### src/sv/connection_tracking_table_defines.svh
// assertion macros for the connection tracking table
// used by the top level only, no other dependencies
`ifndef CONNECTION_TRACKING_TABLE_DEFINES_SVH
`define CONNECTION_TRACKING_TABLE_DEFINES_SVH
`ifndef ASSERT_OFF
`define CTT_ASSERT(lbl, clk, rst, prop, msg) \
   lbl: assert property (@(posedge clk) disable iff (rst) prop) else $error(msg);
`define CTT_ASSERT_ALWAYS(lbl, clk, prop, msg) \
   lbl: assert property (@(posedge clk) prop) else $error(msg);
`else
`define CTT_ASSERT(lbl, clk, rst, prop, msg)
`define CTT_ASSERT_ALWAYS(lbl, clk, prop, msg)
`endif
`endif

### src/sv/ctt_ram.sv
// generic single write, single read memory with registered read data
// no dependencies
module ctt_ram #(
   parameter int WIDTH = 8,
   parameter int DEPTH = 16
) (
   input  logic                     clock,
   input  logic                     wr_en,
   input  logic [$clog2(DEPTH)-1:0] wr_addr,
   input  logic [WIDTH-1:0]         wr_data,
   input  logic [$clog2(DEPTH)-1:0] rd_addr,
   output logic [WIDTH-1:0]         rd_data
);
   logic [WIDTH-1:0] mem_ff [DEPTH];
   logic [WIDTH-1:0] rd_data_ff;

   always_ff @(posedge clock) begin
      if (wr_en) begin
         mem_ff[wr_addr] <= wr_data;
      end
      rd_data_ff <= mem_ff[rd_addr];
   end

   assign rd_data = rd_data_ff;
endmodule

### config.mk
export PLATFORM = sky130hd
export DESIGN_NAME = ctt_ram
export DESIGN_NICKNAME = d
export VERILOG_FILES = /design/src/sv/connection_tracking_table_defines.svh /design/src/sv/ctt_ram.sv
export SDC_FILE = /design/constraint.sdc
export NUM_CORES = 1
export LEC_CHECK = 0
export BUFFER_PORTS_ARGS = -buffer_cell sky130_fd_sc_hd__buf_2
export CORE_MARGIN = 4
export CORE_UTILIZATION = 51
export DETAILED_ROUTE_END_ITERATION = 8
export GPL_TIMING_DRIVEN = 0
export PLACE_DENSITY = 0.68
export SLEW_MARGIN = 20
export SYNTH_ARGS = -nofsm -noshare
export SYNTH_HDL_FRONTEND = slang
export SYNTH_SLANG_ARGS = --single-unit
### constraint.sdc
create_clock -name clock -period 1.6 [get_ports clock]
set_input_delay 0.16 -clock clock [delete_from_list [all_inputs] [get_ports clock]]
set_output_delay 0.16 -clock clock [all_outputs]
set_load 0.05 [all_outputs]
==> flow_summary.html <==
<table>
<tr><th>Metric</th><th>Value</th></tr>
<tr><th colspan="2">Finish</th></tr>
<tr><td>Share of final-layout standard cells stronger than drive strength 1</td><td>0.298</td></tr>
<tr><td>NumNets Final</td><td>294</td></tr>
<tr><td>Layout Cells excl Fill</td><td>about 420</td></tr>
<tr><td>Inserted Diodes</td><td>0</td></tr>
<tr><td>Fillers</td><td>694</td></tr>
<tr><td>Finished Cell Area</td><td>6090 um^2</td></tr>
<tr><td>Relative area change from synthesis to final layout</td><td>18.2%</td></tr>
<tr><th colspan="2">Status</th></tr>
<tr><td>Result of the run</td><td>complete, no violations</td></tr>
<tr><th colspan="2">Yosys</th></tr>
<tr><td>Combinational family with the most area after synthesis</td><td>multiplexers</td></tr>
<tr><td>Area share of fa/ha/maj cells after synthesis</td><td>0</td></tr>
<tr><td>Compound-Gate Fraction of Synth Area</td><td>0.0233</td></tr>
<tr><td>Synthesized netlist cell count</td><td>approximately 230</td></tr>
<tr><td>Cell with the most instances after synthesis</td><td>sky130_fd_sc_hd__edfxtp_1</td></tr>
<tr><td>Fraction of synthesized cell area taken by the top area cell type</td><td>0.747</td></tr>
<tr><td>Summed instance area of the synthesized netlist</td><td>about 5100 um^2</td></tr>
<tr><td>Count of synthesis-stage warnings from yosys</td><td>0</td></tr>
<tr><td>Primary FF master, synth</td><td>sky130_fd_sc_hd__edfxtp_1</td></tr>
<tr><td>Mapped Nets</td><td>roughly 250</td></tr>
<tr><td>Count of cell types in the netlist</td><td>19</td></tr>
<tr><td>Mapped Avg Cell Area</td><td>about 22 um^2</td></tr>
<tr><td>Most area-hungry cell type in the Yosys netlist</td><td>sky130_fd_sc_hd__edfxtp_1</td></tr>
<tr><td>Basic-gate share of the synthesized area counting and, or, nand and nor cells</td><td>0.0318</td></tr>
<tr><td>List of most frequent post-synthesis cells</td><td>sky130_fd_sc_hd__edfxtp_1 (128), sky130_fd_sc_hd__mux4_2 (18), sky130_fd_sc_hd__a22oi_1 (16)</td></tr>
<tr><td>Part of the Yosys area used for sequential elements</td><td>0.778</td></tr>
<tr><td>Count of flip-flops with a built-in enable after synthesis</td><td>roughly 130</td></tr>
<tr><td>Top post-synthesis cells by area</td><td>sky130_fd_sc_hd__edfxtp_1 (75%), sky130_fd_sc_hd__mux4_2 (7.9%), sky130_fd_sc_hd__mux4_1 (7.1%)</td></tr>
<tr><td>Number of flip-flops and latches in the synthesized netlist</td><td>approximately 140</td></tr>
<tr><td>Share of cell area taken by muxes after synthesis</td><td>0.150</td></tr>
<tr><td>Share of async-settable or async-resettable flops after synthesis</td><td>0</td></tr>
<tr><td>Fraction of synthesized cell area in xor and xnor cells</td><td>0</td></tr>
<tr><th colspan="2">Placement</th></tr>
<tr><td>GP Congestion</td><td>between 0.7 and 0.8</td></tr>
<tr><td>Placed standard-cell area</td><td>between 5000 and 6000 um^2</td></tr>
<tr><td>Half-perimeter wire length after placement</td><td>between 6 and 7 mm</td></tr>
<tr><td>Placed cell count</td><td>a little under 400</td></tr>
<tr><td>Port Buffers</td><td>24</td></tr>
<tr><th colspan="2">Clocking</th></tr>
<tr><td>Number of CTS-inserted buffers</td><td>17</td></tr>
<tr><td>Clock latency on the worst-skew pair</td><td>between 0.5 and 0.6 ns</td></tr>
<tr><td>Root buffer cell</td><td>sky130_fd_sc_hd__clkbuf_8</td></tr>
<tr><td>Number of H-tree branching levels</td><td>4</td></tr>
<tr><td>Sink Count</td><td>about 140</td></tr>
<tr><td>Clock tree from TritonCTS</td><td>yes</td></tr>
<tr><td>Post-CTS resize count</td><td>0</td></tr>
<tr><td>Clock transition at the registers of the reported paths</td><td>about 0.060 ns</td></tr>
<tr><td>Worst-case clock buffer depth</td><td>2</td></tr>
<tr><td>Cts hold-fix bufs</td><td>2</td></tr>
<tr><td>Post-CTS Setup Repair Bufs</td><td>0</td></tr>
<tr><th colspan="2">Die</th></tr>
<tr><td>Area of the die</td><td>11800 um^2</td></tr>
<tr><td>Std cell rows</td><td>36</td></tr>
<tr><td>Die span in x</td><td>about 110 um</td></tr>
<tr><td>Vertical die dimension</td><td>around 110 um</td></tr>
<tr><td>I/O pins</td><td>26</td></tr>
<tr><td>Area of the placeable core</td><td>~10000 um^2</td></tr>
<tr><td>Starting density of the core</td><td>0.524</td></tr>
<tr><th colspan="2">Detailed routing</th></tr>
<tr><td>Drt total wl</td><td>slightly below 10 mm</td></tr>
<tr><td>Routed len/inst</td><td>about 23 um</td></tr>
<tr><td>Post-route DRC violation count</td><td>0</td></tr>
<tr><td>Number of DRC violations after detailed-routing iteration 0</td><td>roughly 160</td></tr>
<tr><td>Number of iterations in the first detailed-routing pass</td><td>4</td></tr>
<tr><td>Ratio of routed vias to standard cells</td><td>about 5.7</td></tr>
<tr><td>Via count of the routed design</td><td>between 2000 and 2500</td></tr>
<tr><td>Number of nets with antenna violations after detailed routing</td><td>0</td></tr>
<tr><th colspan="2">Timing</th></tr>
<tr><td>Hold Fails Final Rpt</td><td>0</td></tr>
<tr><td>Max Fclk</td><td>between 600 and 700 MHz</td></tr>
<tr><td>Slew margin rel.</td><td>0.372</td></tr>
<tr><td>Final period demand of the worst path</td><td>~1.5 ns</td></tr>
<tr><td>Final count of pins violating max slew</td><td>0</td></tr>
<tr><td>Worst clock skew on the final layout</td><td>~0.0042 ns</td></tr>
<tr><td>Setup repair after global routing missed its margin</td><td>no</td></tr>
<tr><td>Final worst-path cycle share</td><td>0.936</td></tr>
<tr><td>Hold Slack</td><td>between 0.02 and 0.025 ns</td></tr>
<tr><td>Transition at the pin with the smallest max-transition slack</td><td>0.939 ns</td></tr>
<tr><td>Final setup violating endpoints</td><td>0</td></tr>
<tr><td>TNS Setup</td><td>0 ns</td></tr>
<tr><th colspan="2">GRT</th></tr>
<tr><td>Overflow after GRT</td><td>0</td></tr>
<tr><td>Global-route wire length before repair</td><td>15.1 mm</td></tr>
<tr><td>Maximum number of pins on one net before global-route repair</td><td>17</td></tr>
<tr><td>Via count of the first global-routing pass</td><td>2527</td></tr>
<tr><td>Total global-route track usage</td><td>0.190</td></tr>
<tr><td>Antenna violations before repair</td><td>0</td></tr>
<tr><th colspan="2">Pwr</th></tr>
<tr><td>Total power divided by cell area</td><td>around 1400 nW/um^2</td></tr>
<tr><td>Leakage power</td><td>around 2 nW</td></tr>
<tr><td>Overall power of the completed layout</td><td>between 8 and 9 mW</td></tr>
<tr><td>IR drop worst, VDD</td><td>around 0.69 mV</td></tr>
<tr><th colspan="2">Critical path</th></tr>
<tr><td>Critical path's largest stage delay</td><td>~0.5 ns</td></tr>
<tr><td>List of cells traversed by the critical path</td><td>mux4_1, a22oi_1, nand2_1</td></tr>
<tr><td>Maximum fanout encountered on the critical timing path</td><td>1</td></tr>
<tr><td>CP arrival</td><td>1.89 ns</td></tr>
<tr><td>Worst R2R Setup Slack</td><td>0.10 ns</td></tr>
<tr><td>Worst setup path category</td><td>reg2reg</td></tr>
<tr><td>Cell with the biggest individual delay on the critical path</td><td>sky130_fd_sc_hd__mux4_1</td></tr>
<tr><td>Req. time, crit path</td><td>~2.0 ns</td></tr>
<tr><td>Kind of start point of the critical path</td><td>register</td></tr>
<tr><td>Crit path capture type</td><td>register</td></tr>
<tr><th colspan="2">Worst hold path</th></tr>
<tr><td>Path type of the worst min-delay path</td><td>in2reg</td></tr>
<tr><th colspan="2">Run</th></tr>
<tr><td>Max-cap violation count</td><td>0</td></tr>
</table>
==> worst paths after layout <==
kind                        end  cells past startpoint          start
setup / recovery     rd_data[1]                      3   mem_ff[0][1]
hold reg to reg      rd_data[7]                      3  mem_ff[14][7]
setup reg to reg     rd_data[1]                      3   mem_ff[0][1]
hold / removal    mem_ff[12][1]                      1     wr_data[1]
==> per-stage QoR <==
step / utilization / setup WS [ns]
finish: 0.620 / 0.103
global route: 0.620 / 0.0667
CTS: 0.620 / 0.0905
detailed placement: 0.557 / -0.302
global placement: 0.554 / -0.458
floorplan: - / 0.174
==> routing by layer <==
| metal | part of all wire | vias to the layer above | routed length (um) | track usage |
|---|---|---|---|---|
| li1 | - | 1070 | - | - |
| met1 | 0.39 | 1240 | 3830 | 0.257 |
| met2 | 0.50 | 100 | 4950 | 0.288 |
| met3 | 0.083 | 14 | 819 | 0.0627 |
| met4 | 0.023 | 0 | 228 | 0.0748 |
| met5 | 0 | - | 0 | 0 |
==> state kept, by name, summed over array words and instances (netlist names) <==
signal   count
mem_ff     128
rd_data      8
==> cells in the final DEF (no fill, tap or decap), types with 2 or more instances in the layout <==
master and count:
sky130_fd_sc_hd__edfxtp_1 128, sky130_fd_sc_hd__buf_2 27, sky130_fd_sc_hd__mux4_2 18, sky130_fd_sc_hd__a22oi_1 16, sky130_fd_sc_hd__clkbuf_16 16, sky130_fd_sc_hd__mux4_1 14, sky130_fd_sc_hd__nor2_1 13, sky130_fd_sc_hd__nand2_1 9
sky130_fd_sc_hd__dfxtp_1 8, sky130_fd_sc_hd__clkinv_1 5, sky130_fd_sc_hd__nor3_2 4, sky130_fd_sc_hd__clkinvlp_4 4, sky130_fd_sc_hd__bufinv_16 4, sky130_fd_sc_hd__buf_6 3, sky130_fd_sc_hd__clkdlybuf4s25_2 3, sky130_fd_sc_hd__buf_4 3
sky130_fd_sc_hd__nand3b_1 2, sky130_fd_sc_hd__nand2b_1 2, sky130_fd_sc_hd__dlygate4sd3_1 2
==> logic make-up (layout without fill, tap and decap cells) <==
kind of cell | count (synthesis) | count (layout)
compound gates | 16 | 16
flops | 136 | 136
mux | 32 | 32
simple gates | 35 | 35
buf+inv | 10 | 70
==> cell type report <==
| type | count | area (um^2) | share of cell area |
|---|---|---|---|
| multi-input combinational | 83 | 1080 | 0.177 |
| buffer | 10 | 86.3 | 0.0142 |
| clock inverter | 15 | 183 | 0.0300 |
| timing repair buffer | 28 | 155 | 0.0255 |
| tap | 133 | 166 | 0.0273 |
| sequential | 136 | 4000 | 0.658 |
| clock buffer | 17 | 414 | 0.0681 |
==> report_power, final <==
group | leakage [nW] | switching [mW] | internal (mW) | total, mW
clock network | 0.278 | 1.40 | 2.50 | 3.90
registers | 1.22 | 0.0188 | 3.98 | 4.00
logic | 0.539 | 0.293 | 0.162 | 0.455
==> critical path, delay by kind of cell, from the launching register on <==
kind               cells  cell delay [ns]
AOI/OAI and AO/OA      1             0.38
DFF                    1             0.37
and+or+nand+nor        1             0.13
muxes                  1             0.50
Note: power is estimated with default switching activity, not from simulation.
