[src/sv/connection_tracking_table_defines.svh]
// assertion macros for the connection tracking table
// used by the top level only, no other dependencies
`ifndef CONNECTION_TRACKING_TABLE_DEFINES_SVH
`define CONNECTION_TRACKING_TABLE_DEFINES_SVH
`ifndef ASSERT_OFF
`define CTT_ASSERT(lbl, clk, rst, prop, msg) \
   lbl: assert property (@(posedge clk) disable iff (rst) prop) else $error(msg);
`define CTT_ASSERT_ALWAYS(lbl, clk, prop, msg) \
   lbl: assert property (@(posedge clk) prop) else $error(msg);
`else
`define CTT_ASSERT(lbl, clk, rst, prop, msg)
`define CTT_ASSERT_ALWAYS(lbl, clk, prop, msg)
`endif
`endif

[src/sv/ctt_pkg.sv]
// shared types, constants and functions of the connection tracking table
// no dependencies
package ctt_pkg;

   // table geometry, buckets must be a power of two
   localparam int BUCKETS = 512;
   localparam int WAYS = 4;
   localparam int ENTRIES = BUCKETS * WAYS;
   localparam int BUCKET_BITS = $clog2(BUCKETS);
   localparam int IDX_BITS = $clog2(ENTRIES);
   localparam int FILL_BITS = $clog2(WAYS + 1);
   localparam int WAY_BITS = (WAYS > 1) ? $clog2(WAYS) : 1;

   localparam logic [31:0] HASH_MUL = 32'h9e3779b1;

   localparam logic [7:0] FL_FIN = 8'h01;
   localparam logic [7:0] FL_SYN = 8'h02;
   localparam logic [7:0] FL_RST = 8'h04;
   localparam logic [7:0] FL_ACK = 8'h10;

   localparam logic [11:0] COUNT_MAX = 12'd4095;

   // ip protocol numbers
   localparam logic [7:0] PROTO_ICMP = 8'd1;
   localparam logic [7:0] PROTO_TCP = 8'd6;
   localparam logic [7:0] PROTO_UDP = 8'd17;

   // kinds
   localparam logic [1:0] KIND_TCP = 2'd0;
   localparam logic [1:0] KIND_UDP = 2'd1;
   localparam logic [1:0] KIND_ICMP = 2'd2;

   // state codes
   localparam logic [3:0] ST_SYN_SENT = 4'd0;
   localparam logic [3:0] ST_SYN_RECV = 4'd1;
   localparam logic [3:0] ST_ESTABLISHED = 4'd2;
   localparam logic [3:0] ST_FIN_WAIT = 4'd3;
   localparam logic [3:0] ST_CLOSE_WAIT = 4'd4;
   localparam logic [3:0] ST_LAST_ACK = 4'd5;
   localparam logic [3:0] ST_TIME_WAIT = 4'd6;
   localparam logic [3:0] ST_UDP_UNREPLIED = 4'd7;
   localparam logic [3:0] ST_UDP_REPLIED = 4'd8;
   localparam logic [3:0] ST_ICMP = 4'd9;
   localparam logic [3:0] ST_NONE = 4'd10;

   // match classes
   localparam logic [1:0] CLS_UNKNOWN = 2'd0;
   localparam logic [1:0] CLS_NEW = 2'd1;
   localparam logic [1:0] CLS_RELATED = 2'd2;
   localparam logic [1:0] CLS_ESTABLISHED = 2'd3;

   localparam logic REQ_PACKET = 1'b0;
   localparam logic REQ_CREATE = 1'b1;

   typedef struct packed {
      logic        req_type;
      logic [31:0] src_ip;
      logic [31:0] dst_ip;
      logic [15:0] src_port;
      logic [15:0] dst_port;
      logic [7:0]  protocol;
      logic [7:0]  tcp_flags;
      logic [1:0]  conn_kind;
      logic [3:0]  init_state;
   } ctt_req_type;

   typedef struct packed {
      logic        hit;
      logic        reply_dir;
      logic [3:0]  state_out;
      logic [1:0]  match_class;
      logic        established;
      logic        created;
      logic        bucket_full;
      logic [11:0] conn_count;
   } ctt_rsp_type;

   // result of comparing one stored entry
   typedef struct packed {
      logic       hit;
      logic       rev;
      logic [1:0] kind;
      logic [3:0] next_state;
   } ctt_match_type;

   function automatic logic [1:0] class_of(input logic [3:0] st);
      logic [1:0] cls;
      if (st == ST_ESTABLISHED || st == ST_UDP_REPLIED) cls = CLS_ESTABLISHED;
      else if (st == ST_SYN_SENT || st == ST_SYN_RECV) cls = CLS_RELATED;
      else cls = CLS_NEW;
      return cls;
   endfunction

   function automatic logic is_est(input logic [3:0] st);
      return (st == ST_ESTABLISHED || st == ST_UDP_REPLIED);
   endfunction

   function automatic logic [IDX_BITS-1:0] entry_idx(input logic [BUCKET_BITS-1:0] b,
                                                     input logic [WAY_BITS-1:0] w);
      return IDX_BITS'(b) * IDX_BITS'(WAYS) + IDX_BITS'(w);
   endfunction

endpackage

[src/sv/ctt_match.sv]
// tuple compare and state step unit, shared over the ways of a bucket
// depends on ctt_pkg
module ctt_match (
   input  ctt_pkg::ctt_req_type   req,
   input  logic [63:0]            entry_addr,
   input  logic [39:0]            entry_pp,
   input  logic [5:0]             entry_ks,
   output ctt_pkg::ctt_match_type result
);
   import ctt_pkg::*;

   logic [63:0] fwd_addr, rev_addr;
   logic [39:0] fwd_pp, rev_pp;
   logic        fwd_hit, rev_hit;
   logic [1:0]  kind;
   logic [3:0]  cur, nxt;
   logic [7:0]  fl;

   assign fwd_addr = {req.src_ip, req.dst_ip};
   assign rev_addr = {req.dst_ip, req.src_ip};
   assign fwd_pp = {req.src_port, req.dst_port, req.protocol};
   assign rev_pp = {req.dst_port, req.src_port, req.protocol};
   assign fwd_hit = (entry_addr == fwd_addr) && (entry_pp == fwd_pp);
   assign rev_hit = (entry_addr == rev_addr) && (entry_pp == rev_pp);
   assign kind = entry_ks[5:4];
   assign cur = entry_ks[3:0];
   assign fl = req.tcp_flags;

   always_comb begin
      nxt = cur;
      if (kind == KIND_TCP) begin
         if (fwd_hit) begin
            if (cur == ST_SYN_SENT && fl == (FL_SYN | FL_ACK)) nxt = ST_SYN_RECV;
            else if (cur == ST_SYN_RECV && fl == FL_ACK) nxt = ST_ESTABLISHED;
            else if (cur == ST_ESTABLISHED && fl == FL_FIN) nxt = ST_FIN_WAIT;
            else if (cur == ST_ESTABLISHED && fl == FL_RST) nxt = ST_SYN_SENT;
            else if (cur == ST_FIN_WAIT && fl == FL_ACK) nxt = ST_TIME_WAIT;
         end else begin
            if (cur == ST_SYN_SENT && fl == (FL_SYN | FL_ACK)) nxt = ST_SYN_RECV;
            else if (cur == ST_SYN_SENT && fl == FL_ACK) nxt = ST_ESTABLISHED;
            else if (cur == ST_SYN_RECV && fl == FL_FIN) nxt = ST_CLOSE_WAIT;
            else if (cur == ST_ESTABLISHED && fl == FL_FIN) nxt = ST_CLOSE_WAIT;
            else if (cur == ST_CLOSE_WAIT && fl == FL_FIN) nxt = ST_LAST_ACK;
         end
      end else if (kind == KIND_UDP && !fwd_hit) begin
         nxt = ST_UDP_REPLIED;
      end
   end

   assign result.hit = fwd_hit || rev_hit;
   assign result.rev = !fwd_hit;
   assign result.kind = kind;
   assign result.next_state = nxt;
endmodule

[config.mk]
export PLATFORM = sky130hd
export DESIGN_NAME = ctt_match
export DESIGN_NICKNAME = d
export VERILOG_FILES = /design/src/sv/connection_tracking_table_defines.svh /design/src/sv/ctt_pkg.sv /design/src/sv/ctt_match.sv
export SDC_FILE = /design/constraint.sdc
export NUM_CORES = 1
export LEC_CHECK = 0
export ABC_AREA = 0
export ABC_CLOCK_PERIOD_IN_PS = 2360
export BUFFER_PORTS_ARGS = -buffer_cell sky130_fd_sc_hd__buf_4
export CAP_MARGIN = 30
export CORE_AREA = 2 2 91 93
export DETAILED_ROUTE_END_ITERATION = 16
export DIE_AREA = 0 0 93 95
export PLACE_DENSITY = 0.75
export SETUP_SLACK_MARGIN = 0.02
export SYNTH_ARGS = -nofsm -noshare
export SYNTH_HDL_FRONTEND = slang
export SYNTH_SLANG_ARGS = --single-unit
export TNS_END_PERCENT = 100
[constraint.sdc]
create_clock -name vclk -period 2.36
set_clock_uncertainty 0.05 [all_clocks]
set_input_delay 0.354 -clock vclk [all_inputs]
set_output_delay 0.354 -clock vclk [all_outputs]
set_load 0.03 [all_outputs]
==> results.sh <==
export IMPL_synth_cells=320
export IMPL_num_vias=3687
export IMPL_global_route_usage_met1=0.301
export IMPL_portBuffers=230
export IMPL_dp_cells=761
export IMPL_dieWidth_um=93
export IMPL_worstSetupStartpointType="input pin"
export IMPL_crit_fanout=2
export IMPL_wl_mm=13.3
export IMPL_hold_ws_ns=0.922
export IMPL_critPathKind="input pin to output pin"
export IMPL_cp_end_kind="output pin"
export IMPL_start_util=0.318
export IMPL_grt_pass1_vias=3979
export IMPL_synth_compound_area_share=0.0367
export IMPL_yosys_mux_area_fraction=0.00595
export IMPL_drc=0
export IMPL_via_per_inst=4.84
export IMPL_finalWorstSetupSlack_ns=-0.284
export IMPL_ant_nets=0
export IMPL_violations="negative setup slack"
export IMPL_worst_ep_required_time_ns=1.96
export IMPL_fp_coreArea_sq_um=7930
export IMPL_p_leak_nw=2.40
export IMPL_grt_busiest_layer="met2"
export IMPL_synth_top_family_by_area="XOR/XNOR gates"
export IMPL_n_sequential_cell=0
export IMPL_status="finished, violations left"
export IMPL_dr_pass1_iters=5
export IMPL_gp_congestion=0.931
export IMPL_dieArea_sq_um=8840
export IMPL_grtUsageMet3=0.0455
export IMPL_finalHoldViolCount=0
export IMPL_p_per_area_nw_per_um2=189
export IMPL_fin_tns_setup_ns=-0.644
export IMPL_grt_pass1_wl_mm=19.4
export IMPL_post_route_util=0.682
export IMPL_wl_per_cell_um=17.4
export IMPL_instances_no_fill=761
export IMPL_syn_to_final_growth_pct=114
export IMPL_worstPathArrival_ns=2.24
export IMPL_rsz0062_at_grt="true"
export IMPL_drive_above_1_share=0.564
export IMPL_drtIter0Drc=77
export IMPL_die_y_um=95
export IMPL_io_pins=237
export IMPL_overflow=0
export IMPL_diodes=0
export IMPL_clock_buffers=0
export IMPL_num_rows=33
export IMPL_synth_xor_area_share=0.698
export IMPL_grt_usage=0.284
export IMPL_synth_fa_ha_area_frac=0
export IMPL_tightest_slew_ns=0.393
export IMPL_synth_area_leaders="xnor2_1 (47%), xor2_1 (23%), nand4_1 (11%)"
export IMPL_synth_top_area_frac=0.472
export IMPL_finalSetupViolations=6
export IMPL_met2_usage=0.582
export IMPL_syn_area_sq_um=2520
export IMPL_seqCellArea_sq_um=0
export IMPL_peakVddDrop_mv=0.136
export IMPL_synth_nets=549
export IMPL_maxSlewHeadroom=0.737
export IMPL_grt_max_degree=11
export IMPL_synth_warnings=0
export IMPL_ys_seq_area_frac=0
export IMPL_max_freq_ghz=0.378
export IMPL_nets=887
export IMPL_synth_simple_area_share=0.242
export IMPL_fin_crit_ns=2.64
export IMPL_min_period_over_period=1.12
export IMPL_hpwlAfterDp_mm=11.9
export IMPL_hold_path_class="input pin to output pin"
export IMPL_syn_avg_cell_area_sq_um=7.88
export IMPL_synth_largest_area_cell="xnor2_1"
export IMPL_drv_slew=0
export IMPL_place_ws_ns=-0.353
export IMPL_ys_types=30
export IMPL_maxCapViolations=0
export IMPL_antenna_found_initial=0
==> synthesized netlist by cell type (all sizes together) (2+ instances only) <==
library cell / n
a21o: 4
buf: 5
nand2: 5
nand3: 6
nand4: 44
nor2: 4
nor3: 5
nor4: 25
o21ai: 4
or3: 2
or4: 2
or4b: 2
xnor2: 136
xor2: 65
==> per-stage QoR <==
step | instance area (sq um) | total power [W]
finish | 5410 | 0.00102
global route | 5410 | 0.00109
CTS | 5290 | 0.00100
detailed placement | 5180 | 0.000980
global placement | 5180 | 0.000964
floorplan | 2520 | 0.000340
==> metal layers <==
layer | up-vias | wire length, um
li1 | 1811 | -
met1 | 1686 | 4840
met4 | 0 | 294
met2 | 172 | 7250
met5 | - | 0
met3 | 18 | 893
==> power breakdown <==
group / internal, W / switching (W)
combinational: 0.000601 / 0.000423
clock: 0 / 0
sequential: 0 / 0
total: 0.000601 / 0.000423
==> critical path, cell delays in order <==
cell	delay, ns
buf_6	0.09
or4_4	0.53
or4_4	0.49
mux2_4	0.31
o21ai_2	0.10
a21o_1	0.09
nand4_1	0.10
buf_6	0.17
==> layout make-up <==
| class | instances | area [sq um] |
|---|---|---|
| Tap cell | 105 | 131 |
| Timing Repair Buffer | 342 | 2640 |
| Fill cell | 670 | 2520 |
| Inverter | 1 | 3.75 |
| Multi-Input combinational cell | 313 | 2640 |
==> final timing paths <==
check / from / end / cells after the start
worst max-delay path: req[9] / result[0] / 8
worst min-delay path: entry_ks[4] / result[4] / 2
==> layout by cell type, fill, tap and decap left out, types with 2 or more instances in the layout <==
cell type / Yosys / layout
nand3_1: 6 / 6
xnor2_2: 0 / 2
buf_6: 1 / 16
o21ai_2: 0 / 2
xnor2_1: 136 / 133
nand2_1: 5 / 4
o21ai_0: 3 / 2
nand4_1: 44 / 44
nor3_1: 4 / 2
xor2_1: 65 / 62
or3_1: 2 / 2
xor2_2: 0 / 2
or4_4: 2 / 2
a21o_1: 4 / 4
nor4_2: 0 / 9
nor4_1: 25 / 15
nor2_1: 4 / 4
nor3_2: 0 / 2
buf_4: 2 / 325
==> logic make-up after synthesis <==
kind of cell              count (synthesis)
muxes                                     1
AOI/OAI and AO/OA                        13
buffers and inverters                     7
and+or+nand+nor                          98
xor gates and xnor gates                201
==> what timing repair did <==
item	4_1_cts	5_1_grt
pin swaps	12	9
hold buffers	0	0
setup endpoints to repair	6	6
gates resized for setup	24	19
setup buffers	0	1
(Power assumes the default switching activity.)
